**src/rtl/lgs_pkg.sv**
```systemverilog
// Package for the linear gradient shader: payload structs, register indexes
// and shared fixed-point constants. No dependencies.
package lgs_pkg;

    localparam int MAX_STOPS_DEF = 16;
    localparam int COORD_FRAC_DEF = 16;
    localparam int COLOR_FRAC_DEF = 15;
    localparam int CFG_IDX_W = 3;

    typedef enum logic [CFG_IDX_W-1:0] {
        REG_TILE_MODE = 3'd0,
        REG_STOP_COUNT = 3'd1,
        REG_INV_SCALE_X = 3'd2,
        REG_INV_SKEW_Y = 3'd3,
        REG_INV_OFFSET = 3'd4
    } cfg_reg_t;

    localparam logic [1:0] TILE_CLAMP = 2'd0;
    localparam logic [1:0] TILE_REPEAT = 2'd1;
    localparam logic [1:0] TILE_MIRROR = 2'd2;

    localparam logic MODE_LOAD = 1'b0;
    localparam logic MODE_SHADE = 1'b1;

    typedef struct packed {
        logic               mode;
        logic signed [15:0] pixel_x;
        logic signed [15:0] pixel_y;
        logic               last_in_row;
        logic [3:0]         stop_index;
        logic [15:0]        stop_red;
        logic [15:0]        stop_green;
        logic [15:0]        stop_blue;
        logic [15:0]        stop_alpha;
    } in_item_t;

    typedef struct packed {
        logic [7:0] red;
        logic [7:0] green;
        logic [7:0] blue;
        logic [7:0] alpha;
        logic       row_done;
    } out_item_t;

endpackage

```
**src/rtl/lgs_stop_mem.sv**
```systemverilog
// Stop color memory for the gradient shader: one write port and two
// registered read ports (lower and upper stop of a segment).
// Depends on lgs_pkg.
module lgs_stop_mem
    import lgs_pkg::*;
#(
    parameter int MAX_STOPS = MAX_STOPS_DEF,
    parameter int COLOR_FRAC_BITS = COLOR_FRAC_DEF,
    localparam int AW = $clog2(MAX_STOPS),
    localparam int CW = COLOR_FRAC_BITS + 1
)(
    input  logic            clk,
    input  logic            wr_en,
    input  logic [AW-1:0]   wr_addr,
    input  logic [4*CW-1:0] wr_data,
    input  logic            rd_en,
    input  logic [AW-1:0]   rd_addr_a,
    input  logic [AW-1:0]   rd_addr_b,
    output logic [4*CW-1:0] rd_data_a,
    output logic [4*CW-1:0] rd_data_b
);

    logic [4*CW-1:0] mem [MAX_STOPS];

    // Write port.
    always_ff @(posedge clk)
    begin
        if (wr_en)
        begin
            mem[wr_addr] <= wr_data;
        end
    end

    // Two registered read ports.
    always_ff @(posedge clk)
    begin
        if (rd_en)
        begin
            rd_data_a <= mem[rd_addr_a];
            rd_data_b <= mem[rd_addr_b];
        end
    end

endmodule

```
**config.mk**
```make
export PLATFORM = sky130hd
export DESIGN_NAME = lgs_stop_mem
export DESIGN_NICKNAME = d
export VERILOG_FILES = /design/src/rtl/lgs_pkg.sv /design/src/rtl/lgs_stop_mem.sv
export SDC_FILE = /design/constraint.sdc
export NUM_CORES = 1
export LEC_CHECK = 0
export BUFFER_PORTS_ARGS = -buffer_cell sky130_fd_sc_hd__buf_2
export CELL_PAD_IN_SITES_DETAIL_PLACEMENT = 1
export CELL_PAD_IN_SITES_GLOBAL_PLACEMENT = 1
export CORE_ASPECT_RATIO = 0.5
export CORE_MARGIN = 5
export CORE_UTILIZATION = 30
export DETAILED_ROUTE_END_ITERATION = 12
export GPL_ROUTABILITY_DRIVEN = 0
export PLACE_DENSITY_LB_ADDON = 0.08
export RECOVER_POWER = 100
export SETUP_SLACK_MARGIN = 0.5
export SYNTH_ARGS = -nofsm -noshare
export SYNTH_HDL_FRONTEND = slang
export SYNTH_SLANG_ARGS = --single-unit
```
**constraint.sdc**
```tcl
create_clock -name clk -period 6.81 [get_ports clk]
set_input_delay 1.0215 -clock clk [delete_from_list [all_inputs] [get_ports clk]]
set_output_delay 1.0215 -clock clk [all_outputs]
set_load 0.05 [all_outputs]
```
==> metrics <==
nets=approximately 2.5k; Routed WL=between 150000 and 200000 µm; die width=585 µm; max_cap viols=24; Hold Buf Count CTS=0; outcome=complete, but fails checks; GRT Residual Overflow=0; #FFs+latches synth=1152; Layout area overhead=14.0%; Final setup viols=0; row count=105; Hold Path Class=reg2reg; reg-to-reg slack, setup=5.15 ns; Fillers=15.9k; Setup Fix Bufs, Post-CTS=0; Post-DRT Antenna Nets=0; critical path type=in2reg; first-pass GRT wire length=216000 µm; Avg Inst Size Synth=22.1 µm²; Pwr per Cell Area=around 280 nW/µm²; CTS tree=built; routed length on met3=4670 µm; drt via density=5.29; Worst Tran Pin Value=4.10 ns; CP Capture Type=flop; logic gate share of total power=under 10%; Sw Share=about 24%; most frequent cells in the layout=1152 x edfxtp_1, 512 x mux4_2, 256 x a22oi_1; Root Driver=clkbuf_16; sequential area share after synthesis=69.8%; htree depth=3; Slew Viols, Final=837; most common cell after layout, fill and taps aside=edfxtp_1; synthesized instance count=2247; initial DRC count=1766; routed wl met2=78200 µm; post-CTS sizing=0; Clock Tree Buf Depth=3; clock power share=40.1%; CP Launch Type=input pin; worst-skew pair later-pin latency=0.70 ns; RSZ-0062 raised after global routing=no; Core Area=164000 µm²; drt wl/cell=between 30 and 40 µm; number of synthesis warnings=0; share of layout cells above drive strength 1=between 20% and 30%; Routed met1 length=66700 µm; vias in the first global route=28.6k; clk_skew=0.0157 ns; Fmax achieved=219 MHz; Synth cell types=17; vias=25.2k; CTS Buf Count=~120; DP Wirelength=79400 µm; Min Clock Period, post-route=4.57 ns; Cell Area, Synth=around 50000 µm²; Int Pwr=approximately 12 mW; Critical Path AT=between 4 and 5 ns; final setup TNS=0 ns; fin cells=4757; Cells after DPL=around 4.5k; Die ar.=174000 µm²; critical path peak fanout=31; Period Utilization, post-route=67.1%; io pins=207; die height=297 µm; starting density of the core=30.2%; total global-route track usage=17.4%; headroom to the max-slew limit=-173%; clock sinks=~1.2k; drt pass-1 iters=5; Leakage=17.3 nW; final hold vios=0; highest metal used=met5; Residual DRC=0; Max IR drop VDD=0.000175 V; initial antenna violation count=12; clk slew on worst S/H paths=0.06 ns; largest net degree at the start of global routing=100; failing checks=capacitance limit, slew limit; Flop pwr share=51.2%; PortBufs=between 200 and 250; CP required=7.10 ns; Syn Nets=2326; Psw=3.81 mW
state kept, by name (all words and copies together) (netlist names):
register	flops
mem	1024
rd_data_a	64
rd_data_b	64
path summary, 6_finish.rpt:
check                                 start       endpoint  depth (start not counted)
worst max-delay path             wr_addr[0]    mem[11][44]                          4
worst min-delay path            mem[12][48]  rd_data_b[48]                          3
worst max register to register   mem[3][32]  rd_data_a[32]                          3
worst min register to register  mem[12][48]  rd_data_b[48]                          3
metal layers:
layer | track usage, % | up-vias
li1 | - | 10386
met1 | 23.1 | 14140
met2 | 30.5 | 453
met3 | 2.29 | 183
met4 | 3.67 | 2
met5 | 0 | -
cells in the mapped netlist, drive strengths merged:
cell type	number	area (µm²)
buf	85	596
nor2b	4	25.0
or3b	1	8.76
nor3	4	20.0
nor2	14	52.6
nand3	1	5.00
nand3b	2	15.0
edfxtp	1152	34600
clkbuf	83	312
and2	2	12.5
nand2b	2	12.5
nand2	129	484
a22oi	256	1920
mux4	512	11500
metrics by stage:
| step | hold WS, ns | util [%] | setup slack (ns) | total power, mW | area (µm²) |
|---|---|---|---|---|---|
| 3_5_place_dp | 0.760 | 32.5 | 3.08 | 9.70 | 53300 |
| 4_1_cts | 0.625 | 34.7 | 3.84 | 16.1 | 57000 |
| 5_1_grt | 0.794 | 34.5 | 1.95 | 16.5 | 56500 |
| 2_1_floorplan | 0.731 | - | 0.660 | 9.16 | 49600 |
| 6_report | 0.771 | 34.5 | 2.24 | 15.8 | 56500 |
| 3_3_place_gp | 0.750 | 32.5 | 3.07 | 9.69 | 53300 |
worst max-delay path, stage by stage:
cell	delay (ns)
clkbuf_1	0.28
nand2_1	0.26
nor2_1	1.80
clkbuf_2	1.41
kinds of logic (layout without fill, tap and decap cells):
family | count (synthesis) | after routing | synth area share [%]
AOI/OAI and AO/OA | 256 | 256 | 3.88
DFF | 1152 | 1152 | 69.8
and+or+nand+nor | 159 | 159 | 1.28
muxes | 512 | 512 | 23.3
buffers and inverters | 168 | 481 | 1.83
other | 0 | 4 | 0
area by class of cell:
class                   count  area (µm²)  area share, %
multi-input cells         927       14200           25.1
flip-flops and latches   1152       34600           61.2
clock buffers             150        3050           5.40
clock inverters            62         589           1.04
well taps                2193        2740           4.85
diodes                      4        10.0         0.0177
repair buffers            269        1370           2.42
power groups by stage:
stage	Clock (mW)	Sequential, mW	Combinational [mW]
5_1_grt	6.88	8.14	1.46
6_report	6.35	8.12	1.38
4_1_cts	6.56	8.12	1.44
2_1_floorplan	0	8.47	0.685
3_3_place_gp	0	8.26	1.43
3_5_place_dp	0	8.27	1.44
(Power assumes the default switching activity.)
